**src/rtl/glyph_clip_blit_top_defines.svh**
```systemverilog
// Assertion macros shared by the glyph blitter RTL.
// Expects signals named clk and rst_n in the including module.
`ifndef GLYPH_CLIP_BLIT_TOP_DEFINES_SVH
`define GLYPH_CLIP_BLIT_TOP_DEFINES_SVH

// Same-cycle implication, checked outside reset
`define GCB_ASSERT_NOW(label, ante, cons, msg) \
  label: assert property (@(posedge clk) disable iff (!rst_n) (ante) |-> (cons)) \
    else $error(msg);

// Next-cycle implication, checked outside reset
`define GCB_ASSERT_NEXT(label, ante, cons, msg) \
  label: assert property (@(posedge clk) disable iff (!rst_n) (ante) |=> (cons)) \
    else $error(msg);

`endif

```
**src/rtl/gcb_pkg.sv**
```systemverilog
// Types, register map and helper functions for the glyph blitter.
// No dependencies; used by glyph_clip_blit_top.
package gcb_pkg;

  // Input word opcodes
  typedef enum logic [1:0] {
    OP_PEN      = 2'd0,
    OP_HEADER   = 2'd1,
    OP_COVERAGE = 2'd2,
    OP_NOP      = 2'd3
  } op_t;

  // Register index within the APB window (paddr[3:2])
  localparam logic [1:0] REG_SCREEN_WIDTH  = 2'd0;
  localparam logic [1:0] REG_SCREEN_HEIGHT = 2'd1;
  localparam logic [1:0] REG_BASELINE_BIAS = 2'd2;

  localparam logic [12:0] WIDTH_RST  = 13'd1024;
  localparam logic [12:0] HEIGHT_RST = 13'd600;
  localparam logic [7:0]  BIAS_RST   = 8'd0;

  // Pack RGB888 into RGB565
  function automatic logic [15:0] rgb565(input logic [23:0] c);
    rgb565 = {c[23:19], c[15:10], c[7:3]};
  endfunction

  // Saturate a 17-bit signed sum to 16-bit signed
  function automatic logic signed [15:0] sat16(input logic signed [16:0] v);
    logic signed [15:0] res;
    if (v[16] == v[15]) begin
      res = v[15:0];
    end else if (v[16]) begin
      res = 16'sh8000;
    end else begin
      res = 16'sh7FFF;
    end
    sat16 = res;
  endfunction

  // Signed 11.6 value divided by 64, truncated toward zero
  function automatic logic signed [10:0] adv_px(input logic signed [16:0] a);
    adv_px = a[16:6] + {10'd0, (a[16] && (a[5:0] != 6'd0))};
  endfunction

endpackage

```
**src/rtl/glyph_clip_blit_top.sv**
```systemverilog
// Color-expand glyph blitter top level: pen/header state, clip test,
// address multiply-add. Depends on gcb_pkg and glyph_clip_blit_top_defines.svh.

// One input word is taken every cycle unless the input stalls; each accepted word
// updates pen and raster state in the cycle it is taken. A visible,
// nonzero coverage byte moves into a stage register holding the clipped row and
// column, and the next stage forms row * width + column in a 13x13 multiply-add
// feeding the output register, from which the pixel write is presented. The input
// stalls only when both stages hold a pixel and the output word is not being taken.
// Width and height are limited to MAX_WIDTH and MAX_HEIGHT; the limited width is
// also the row stride. Registers must be written through APB only while idle; the
// block itself does not enforce this.
`include "glyph_clip_blit_top_defines.svh"

module glyph_clip_blit_top #(
  parameter int MAX_WIDTH  = 4096,
  parameter int MAX_HEIGHT = 4096
) (
  input  logic               clk,
  input  logic               rst_n,
  // input words
  input  logic               in_valid,
  output logic               in_ready,
  input  logic [1:0]         in_opcode,
  input  logic signed [15:0] in_pen_x,
  input  logic signed [15:0] in_pen_y,
  input  logic [23:0]        in_text_color,
  input  logic signed [10:0] in_bearing_left,
  input  logic signed [10:0] in_bearing_top,
  input  logic [7:0]         in_bitmap_columns,
  input  logic [7:0]         in_bitmap_rows,
  input  logic signed [16:0] in_advance_x,
  input  logic signed [16:0] in_advance_y,
  input  logic [7:0]         in_coverage,
  // pixel write words
  output logic               out_valid,
  input  logic               out_ready,
  output logic [23:0]        out_write_address,
  output logic [15:0]        out_pixel_color,
  // APB register port
  input  logic               psel,
  input  logic               penable,
  input  logic               pwrite,
  input  logic [3:0]         paddr,
  input  logic [31:0]        pwdata,
  output logic [31:0]        prdata,
  output logic               pready
);

  localparam logic [13:0] MaxW = 14'(MAX_WIDTH);
  localparam logic [13:0] MaxH = 14'(MAX_HEIGHT);

  // configuration registers
  logic [12:0] screen_width_r, screen_height_r;
  logic [7:0]  baseline_bias_r;

  // pen and glyph state
  logic signed [15:0] pen_col_r, pen_col_nxt;
  logic signed [15:0] pen_row_r, pen_row_nxt;
  logic [15:0]        color565_r, color565_nxt;
  logic signed [17:0] origin_col_r, origin_col_nxt;
  logic signed [17:0] origin_row_r, origin_row_nxt;
  logic [7:0]         glyph_cols_r, glyph_cols_nxt;
  logic [7:0]         rows_left_r, rows_left_nxt;
  logic [7:0]         col_index_r, col_index_nxt;
  logic [7:0]         row_index_r, row_index_nxt;

  // pixel stage and output stage
  logic        s1_valid_r, s1_valid_nxt;
  logic [12:0] s1_row_r, s1_col_r;
  logic [15:0] s1_color_r;
  logic        out_valid_r, out_valid_nxt;
  logic [23:0] out_addr_r;
  logic [15:0] out_color_r;

  logic              in_fire, out_load, s1_adv, s1_load;
  logic              glyph_active, on_screen;
  gcb_pkg::op_t      op;
  logic [12:0]       w_eff, h_eff;
  logic signed [18:0] pix_col, pix_row;
  logic [7:0]        col_inc;
  logic [25:0]       addr_full;

  // APB: always ready, write on access phase
  assign pready = 1'b1;

  always_ff @(posedge clk) begin
    if (!rst_n) begin
      screen_width_r  <= gcb_pkg::WIDTH_RST;
      screen_height_r <= gcb_pkg::HEIGHT_RST;
      baseline_bias_r <= gcb_pkg::BIAS_RST;
    end else if (psel && penable && pwrite) begin
      unique case (paddr[3:2])
        gcb_pkg::REG_SCREEN_WIDTH:  screen_width_r  <= pwdata[12:0];
        gcb_pkg::REG_SCREEN_HEIGHT: screen_height_r <= pwdata[12:0];
        gcb_pkg::REG_BASELINE_BIAS: baseline_bias_r <= pwdata[7:0];
        default: ;
      endcase
    end
  end

  always_comb begin
    unique case (paddr[3:2])
      gcb_pkg::REG_SCREEN_WIDTH:  prdata = {19'd0, screen_width_r};
      gcb_pkg::REG_SCREEN_HEIGHT: prdata = {19'd0, screen_height_r};
      gcb_pkg::REG_BASELINE_BIAS: prdata = {24'd0, baseline_bias_r};
      default:                    prdata = 32'd0;
    endcase
  end

  // limit screen size to the supported maximum
  assign w_eff = ({1'b0, screen_width_r} < MaxW) ? screen_width_r : MaxW[12:0];
  assign h_eff = ({1'b0, screen_height_r} < MaxH) ? screen_height_r : MaxH[12:0];

  // handshakes: output register frees, pixel stage moves, input taken
  assign out_load = !out_valid_r || out_ready;
  assign s1_adv   = s1_valid_r && out_load;
  assign in_ready = !s1_valid_r || out_load;
  assign in_fire  = in_valid && in_ready;
  assign op       = gcb_pkg::op_t'(in_opcode);

  // current raster pixel and clip test
  assign glyph_active = (glyph_cols_r != 8'd0) && (rows_left_r != 8'd0);
  assign pix_col = {origin_col_r[17], origin_col_r} + {11'd0, col_index_r};
  assign pix_row = {origin_row_r[17], origin_row_r} + {11'd0, row_index_r};
  assign on_screen = !pix_col[18] && !pix_row[18] &&
                     (pix_col < {6'd0, w_eff}) && (pix_row < {6'd0, h_eff});
  assign col_inc = col_index_r + 8'd1;
  assign s1_load = in_fire && (op == gcb_pkg::OP_COVERAGE) && glyph_active &&
                   (in_coverage != 8'd0) && on_screen;

  // next pen, glyph and raster state for the accepted word
  always_comb begin
    pen_col_nxt    = pen_col_r;
    pen_row_nxt    = pen_row_r;
    color565_nxt   = color565_r;
    origin_col_nxt = origin_col_r;
    origin_row_nxt = origin_row_r;
    glyph_cols_nxt = glyph_cols_r;
    rows_left_nxt  = rows_left_r;
    col_index_nxt  = col_index_r;
    row_index_nxt  = row_index_r;
    if (in_fire) begin
      unique case (op)
        gcb_pkg::OP_PEN: begin
          pen_col_nxt  = in_pen_x;
          pen_row_nxt  = in_pen_y;
          color565_nxt = gcb_pkg::rgb565(in_text_color);
        end
        gcb_pkg::OP_HEADER: begin
          origin_col_nxt = {{2{pen_col_r[15]}}, pen_col_r}
                         + {{7{in_bearing_left[10]}}, in_bearing_left};
          origin_row_nxt = {{2{pen_row_r[15]}}, pen_row_r}
                         - {{7{in_bearing_top[10]}}, in_bearing_top}
                         + {10'd0, baseline_bias_r};
          glyph_cols_nxt = in_bitmap_columns;
          rows_left_nxt  = in_bitmap_rows;
          col_index_nxt  = 8'd0;
          row_index_nxt  = 8'd0;
          pen_col_nxt = gcb_pkg::sat16({pen_col_r[15], pen_col_r}
                        + 17'(gcb_pkg::adv_px(in_advance_x)));
          pen_row_nxt = gcb_pkg::sat16({pen_row_r[15], pen_row_r}
                        - 17'(gcb_pkg::adv_px(in_advance_y)));
        end
        gcb_pkg::OP_COVERAGE: begin
          if (glyph_active) begin
            if (col_inc >= glyph_cols_r) begin
              col_index_nxt = 8'd0;
              row_index_nxt = row_index_r + 8'd1;
              rows_left_nxt = rows_left_r - 8'd1;
            end else begin
              col_index_nxt = col_inc;
            end
          end
        end
        default: ;
      endcase
    end
  end

  always_ff @(posedge clk) begin
    if (!rst_n) begin
      pen_col_r    <= '0;
      pen_row_r    <= '0;
      color565_r   <= '0;
      origin_col_r <= '0;
      origin_row_r <= '0;
      glyph_cols_r <= '0;
      rows_left_r  <= '0;
      col_index_r  <= '0;
      row_index_r  <= '0;
    end else begin
      pen_col_r    <= pen_col_nxt;
      pen_row_r    <= pen_row_nxt;
      color565_r   <= color565_nxt;
      origin_col_r <= origin_col_nxt;
      origin_row_r <= origin_row_nxt;
      glyph_cols_r <= glyph_cols_nxt;
      rows_left_r  <= rows_left_nxt;
      col_index_r  <= col_index_nxt;
      row_index_r  <= row_index_nxt;
    end
  end

  // pipeline valid flags
  always_comb begin
    priority if (s1_load) begin
      s1_valid_nxt = 1'b1;
    end else if (s1_adv) begin
      s1_valid_nxt = 1'b0;
    end else begin
      s1_valid_nxt = s1_valid_r;
    end
    priority if (s1_adv) begin
      out_valid_nxt = 1'b1;
    end else if (out_ready) begin
      out_valid_nxt = 1'b0;
    end else begin
      out_valid_nxt = out_valid_r;
    end
  end

  always_ff @(posedge clk) begin
    if (!rst_n) begin
      s1_valid_r  <= 1'b0;
      out_valid_r <= 1'b0;
    end else begin
      s1_valid_r  <= s1_valid_nxt;
      out_valid_r <= out_valid_nxt;
    end
  end

  // hold clipped pixel position and color
  always_ff @(posedge clk) begin
    if (s1_load) begin
      s1_row_r   <= pix_row[12:0];
      s1_col_r   <= pix_col[12:0];
      s1_color_r <= color565_r;
    end
  end

  // form framebuffer index row * stride + column
  assign addr_full = ({13'd0, s1_row_r} * {13'd0, w_eff}) + {13'd0, s1_col_r};

  always_ff @(posedge clk) begin
    if (s1_adv) begin
      out_addr_r  <= addr_full[23:0];
      out_color_r <= s1_color_r;
    end
  end

  assign out_valid         = out_valid_r;
  assign out_write_address = out_addr_r;
  assign out_pixel_color   = out_color_r;

  // checks
  `GCB_ASSERT_NOW(a_stall_only_full, !in_ready, s1_valid_r && out_valid_r && !out_ready,
    "input stalled while pipeline has room")
  `GCB_ASSERT_NOW(a_col_in_range, glyph_cols_r != 8'd0, col_index_r < glyph_cols_r,
    "raster column ran past glyph width")
  `GCB_ASSERT_NOW(a_stage_clipped, s1_valid_r, (s1_row_r < h_eff) && (s1_col_r < w_eff),
    "pixel stage holds an off-screen position")
  `GCB_ASSERT_NEXT(a_pen_keeps_raster, in_fire && op == gcb_pkg::OP_PEN,
    $stable(col_index_r) && $stable(rows_left_r), "pen word moved the raster")

endmodule

```
**config.mk**
```make
export PLATFORM = sky130hd
export DESIGN_NAME = glyph_clip_blit_top
export DESIGN_NICKNAME = d
export VERILOG_FILES = /design/src/rtl/gcb_pkg.sv /design/src/rtl/glyph_clip_blit_top.sv
export VERILOG_INCLUDE_DIRS = /design/src /design/src/rtl
export SDC_FILE = /design/constraint.sdc
export NUM_CORES = 1
export LEC_CHECK = 0
export ABC_AREA = 1
export BUFFER_PORTS_ARGS = -buffer_cell sky130_fd_sc_hd__buf_4
export CAP_MARGIN = 20
export CORE_MARGIN = 3
export CORE_UTILIZATION = 45
export CTS_CLUSTER_DIAMETER = 80
export DETAILED_ROUTE_END_ITERATION = 12
export HOLD_SLACK_MARGIN = 0.1
export PLACE_DENSITY = 0.66
export SLEW_MARGIN = 30
export SYNTH_ARGS = -nofsm -noshare
export SYNTH_HDL_FRONTEND = slang
export SYNTH_SLANG_ARGS = --single-unit
```
**constraint.sdc**
```tcl
create_clock -name clk -period 9.05 [get_ports clk]
set_input_delay 1.81 -clock clk [delete_from_list [all_inputs] [get_ports clk]]
set_output_delay 1.81 -clock clk [all_outputs]
set_load 0.005 [all_outputs]
```
Word-level counts from Yosys, hierarchy flattened. Index checks and enable logic that the tools add are counted.

Add/sub/neg operators: 13. Multiply operators: 1. Order comparisons: 5. Equal/unequal tests: 8. Multiplexer cells: 22. Reduce and logical (&&, ||, !) cells: 39.

Operator list (count): 2-to-1 mux 16 bit (4); case mux 16 bit (2 select lines) (2); 2-to-1 mux 8 bit (6); case mux 8 bit (2 select lines) (3); case mux 13 bit (3 select lines) (1); less-than comparator 19 x 13 -> 1 bit (2); adder 17 x 9 -> 18 bit (2); adder 16 x 11 -> 17 bit (2); subtractor 16 x 11 -> 17 bit (2); less-than comparator 13 bit, second input constant (2); 2-to-1 mux 13 bit (2); adder 24 x 13 -> 24 bit (1); multiplier 13 x 13 -> 24 bit (1); nonzero test 8 bit (3); adder 11 x 1 -> 11 bit (2); adder 18 x 9 -> 19 bit (1); adder 8 x 1 -> 8 bit, second input constant (2); logical AND 1 bit (14); AND reduction 2 bit (6); nonzero test 6 bit (2); greater-or-equal comparator 8 bit (1); nonzero test 2 bit (4); subtractor 8 x 1 -> 8 bit, second input constant (1); equality test 2 x 1 -> 1 bit, second input constant (2); 10 further kinds (20).

Register bits after elaboration: 233. Input port bits: 181. Output and inout port bits: 75. Logic and storage cells: 107.

Longest topological paths before layout.
Depth in word-level cells: 9. Gate-level depth with buffers: 29.

Worst setup path before layout. OpenSTA, ideal clock, no wires.

Path kind: register -> register. Start point: register screen_width_r[12]. End point: register out_addr_r[22] (netlist: out_write_address[22]), data pin. Arrival: 5521 ps. Required time: 8792 ps. Slack: 3271 ps. Cell stages (with the launch flop): 24. Buffers on the path: 3. Period minus slack after synthesis: 5779 ps. Path through: dfxtp_1 -> clkbuf_1 -> clkbuf_1 -> nand2_1 -> fa_1 -> fa_1 -> inv_1 -> fa_1 -> fa_1 -> fa_1 -> inv_1 -> fa_1 -> inv_1 -> ha_1 -> clkbuf_1 -> nand4_1 -> nor2_1 -> nand4_1 -> nand3_1 -> nand2_1 -> nand2_1 -> nand3_1 -> nand2_1 -> xor2_1.

Word-level cells in the longest chain between the ends: 4.

Ends and longest elaborated chain: start: declaration (RTL line glyph_clip_blit_top.sv:54) `logic [12:0] screen_width_r, screen_height_r;`; start signal: assignment (RTL line glyph_clip_blit_top.sv:89) `screen_width_r <= gcb_pkg::WIDTH_RST;`; start signal: assignment (RTL line glyph_clip_blit_top.sv:94) `gcb_pkg::REG_SCREEN_WIDTH: screen_width_r <= pwdata[12:0];`; less-than comparator 13 bit (RTL line glyph_clip_blit_top.sv:112) `assign w_eff = ({1'b0, screen_width_r} < MaxW) ? screen_width_r : MaxW[12:0];`; 2-to-1 mux 13 bit * (RTL line glyph_clip_blit_top.sv:112); multiplier 13 x 13 -> 24 bit * (RTL line glyph_clip_blit_top.sv:243) `assign addr_full = ({13'd0, s1_row_r} * {13'd0, w_eff}) + {13'd0, s1_col_r};`; adder 24 x 13 -> 24 bit * (RTL line glyph_clip_blit_top.sv:243); named net addr_full[22] (RTL line glyph_clip_blit_top.sv:82) `logic [25:0] addr_full;`; end signal: assignment (RTL line glyph_clip_blit_top.sv:247) `out_addr_r <= addr_full[23:0];`; end: declaration (RTL line glyph_clip_blit_top.sv:73) `logic [23:0] out_addr_r;`.

The timed path passes the listed nets; every way through them passes the cells marked *. A chain may end at the register's enable or synchronous reset.

Final worst setup path. Same ends and word-level chain as after synthesis.

==> results.py <==
metrics = {
    "logic_synthesis": {
        "ys_top_cells_by_area": "dfxtp_1 (14%), fa_1 (13%), ha_1 (12%)",
        "async_flop_share": 0,
        "syn_area_um2": 21300,
        "yosysTopAreaCell": "dfxtp_1",
        "synth_edf_count": 82,
        "synth_cell_type_count": 56,
        "synth_seq_cells": 233,
        "ys.flop_type": "dfxtp_1",
        "yosys_warnings": 0,
        "syn_area_per_cell_um2": 7.70,
        "synth_top_cell_area_share": 0.142,
        "yosysSeqAreaShare": 0.257,
        "syn_inst": 2768,
    },
    "final_layout": {
        "final_cell_area_um2": 24300,
        "drive_gt1_frac": 0.121,
        "final_common_cell": "nand2_1",
        "final_cell_mix": "nand2_1 (566), inv_1 (438), nor2_1 (230)",
        "syn_to_final_growth_pct": 13.9,
        "fin_nets": 3474,
        "diodes": 0,
        "fill_cells": 4573,
    },
    "outcome": {
        "status": "completed",
    },
    "global_route": {
        "overflow": 0,
        "antenna_found_initial": 0,
        "grt_pass1_vias": 18100,
        "grt_usage": 0.218,
        "grt_pass1_wl_um": 89900,
        "grt_max_degree": 77,
    },
    "sta": {
        "setup_viol": 0,
        "finalCriticalPeriod_ns": 6.72,
        "tns_ns": 0,
        "slew_viol_final": 0,
        "rsz0062_at_grt": "false",
        "finalCritPeriodShare": 0.743,
        "finalHoldViolCount": 0,
        "max-slew-margin-rel": 0.410,
        "finClkSkew_ns": 0.0186,
        "max_freq_ghz": 0.149,
        "max_slew.worst_pin.slew_ns": 0.881,
    },
    "die": {
        "io_pins": 256,
        "rows": 79,
        "initial_core_util": 0.457,
        "die_h_um": 224,
        "coreArea_um2": 46700,
        "die_x_um": 224,
        "die_area_um2": 50000,
    },
    "routing": {
        "antenna_left": 0,
        "wl_um": 55300,
        "vias": 18300,
        "routedWlPerCell_um": 15.5,
        "avgViaCountPerCell": 5.12,
        "drc": 0,
        "dr.first_iter.drc_count": 1039,
        "firstDrtPassIters": 7,
    },
    "clock_tree": {
        "cts_buffers": 31,
        "htreeDepth": 1,
        "clock_latency_ns": 0.58,
        "path_clk_slew_ns": 0.06,
        "post-cts-setup-buffer-count": 0,
        "clk_path_buf_depth": 3,
        "cts_root_buf": "clkbuf_16",
        "cts_resized": 0,
        "tritoncts": "yes",
        "cts.sinks": 233,
        "postCtsHoldBufs": 0,
    },
    "worst_setup_path": {
        "criticalPathCategory": "reg -> reg",
        "required_ns": 9.36,
        "critPathMaxFanout": 24,
        "endpoint_kind": "flop",
        "arrival_ns": 7.04,
        "critPathLaunchType": "flop",
    },
    "placement": {
        "portBuffers": 206,
        "hpwl_um": 44500,
        "place_area_um2": 23300,
        "gp_congestion": 0.931,
    },
    "power_and_ir_drop": {
        "peakVddDrop_v": 0.000134,
        "p_leak_nw": 12.2,
        "p_per_area_nw_per_um2": 131,
        "totalPowerFinal_mw": 3.18,
    },
    "worst_hold_path": {
        "holdCritPathClass": "reg -> reg",
    },
    "job": {
        "maxCapViolCount": 0,
    },
}
## worst max-delay path: stages, from the launching register on
cell and delay, ns:
dfxtp_1 0.85, nor2_1 0.35, inv_1 0.40, nor2_1 0.13, fa_1 0.56, inv_1 0.05, fa_1 0.48, inv_1 0.06
fa_1 0.50, fa_1 0.52, fa_1 0.54, inv_1 0.05, fa_1 0.49, inv_1 0.04, ha_1 0.41, nand4_1 0.15
nor2_1 0.20, nand4_1 0.11, nand3_1 0.21, nand2_1 0.08, nand2_1 0.09, nand3_1 0.07, nand2_1 0.07, xor2_1 0.06
## sequential cells by signal, indices dropped and copies added (netlist names), 16 cells and up
register           flops
color565_r            16
pen_row_r             16
pen_col_r             16
out_write_address     24
s1_color_r            16
origin_col_r          17
out_pixel_color       16
origin_row_r          18
## per-layer routing
layer  track usage  share of wire  up-vias
li1              -              -     9206
met2         0.388           0.49      413
met4        0.0574          0.029        0
met5             0              0        -
met3        0.0297          0.047       82
met1         0.278           0.43     8573
## report_power, final
part	leakage (nW)	total [mW]	switching (mW)	internal [mW]
registers	1.94	1.16	0.0348	1.13
clock network	0.484	1.18	0.483	0.697
logic	9.80	0.838	0.509	0.328
total	12.2	3.18	1.03	2.16
## synth_stat cells, types with 4 or more instances
library cell / count
nor2_1: 231
a22oi_1: 6
buf_2: 7
clkbuf_1: 54
buf_4: 22
nor2_2: 4
nand2_2: 19
edfxtp_1: 82
o21ai_1: 12
inv_2: 9
nand3_1: 119
ha_1: 212
inv_1: 438
nand2_4: 13
nand3b_1: 8
o21bai_1: 19
o21ai_0: 145
nand4_1: 26
and3_1: 5
nand2_1: 567
a21oi_1: 209
a21oi_2: 11
o31ai_1: 6
a31oi_1: 9
buf_1: 6
xnor2_1: 34
nor3_1: 20
o221ai_1: 7
o211ai_1: 8
a21o_1: 9
nor2_4: 4
or2_2: 28
nand3_2: 5
fa_1: 142
dfxtp_1: 151
xor2_1: 83
o21a_1: 6
## logic make-up (layout without fill, tap and decap cells)
logic type,Yosys count,after routing,synth area share
xor+xnor,117,117,0.0481
buf+inv,542,718,0.101
simple gates,1062,1062,0.216
fa+ha+maj,354,354,0.258
flops,233,233,0.257
other cells,2,20,0.000352
compound gates,458,458,0.119
## layout make-up
cell class                      instances  area [um2]  area share
Clock buffer                           43         862      0.0355
Clock inverter                         13         124     0.00510
Sequential cell                       233        5490       0.226
Timing Repair Buffer                  213        1600      0.0659
Tap cell                              607         759      0.0313
Inverter                              449        1690      0.0694
Multi-Input combinational cell       2011       13800       0.567
## per-stage QoR
| step | utilization | hold slack [ns] | std cells | worst slack (ns) |
|---|---|---|---|---|
| after global routing | 0.520 | 0.425 | 3569 | 1.86 |
| after detailed placement | 0.499 | 0.405 | 3513 | 2.30 |
| after floorplan | - | 0.400 | 2786 | 3.27 |
| after CTS | 0.520 | 0.413 | 3569 | 2.29 |
| final | 0.520 | 0.412 | 3569 | 2.33 |
| after global placement | 0.499 | 0.401 | 3513 | 2.43 |
## path summary, 6_finish.rpt
path                                   start                         endpoint  slack, ns  cells past startpoint
min reg2reg          s1_color_r[5]$_DFFE_PP_     out_pixel_color[5]$_DFFE_PP_       0.41                      0
max          screen_width_r[12]$_SDFFE_PN0P_  out_write_address[22]$_DFFE_PP_       2.33                     23
min                  s1_color_r[5]$_DFFE_PP_     out_pixel_color[5]$_DFFE_PP_       0.41                      0
max reg2reg  screen_width_r[12]$_SDFFE_PN0P_  out_write_address[22]$_DFFE_PP_       2.33                     23
Power figures use the tool's default switching activity.
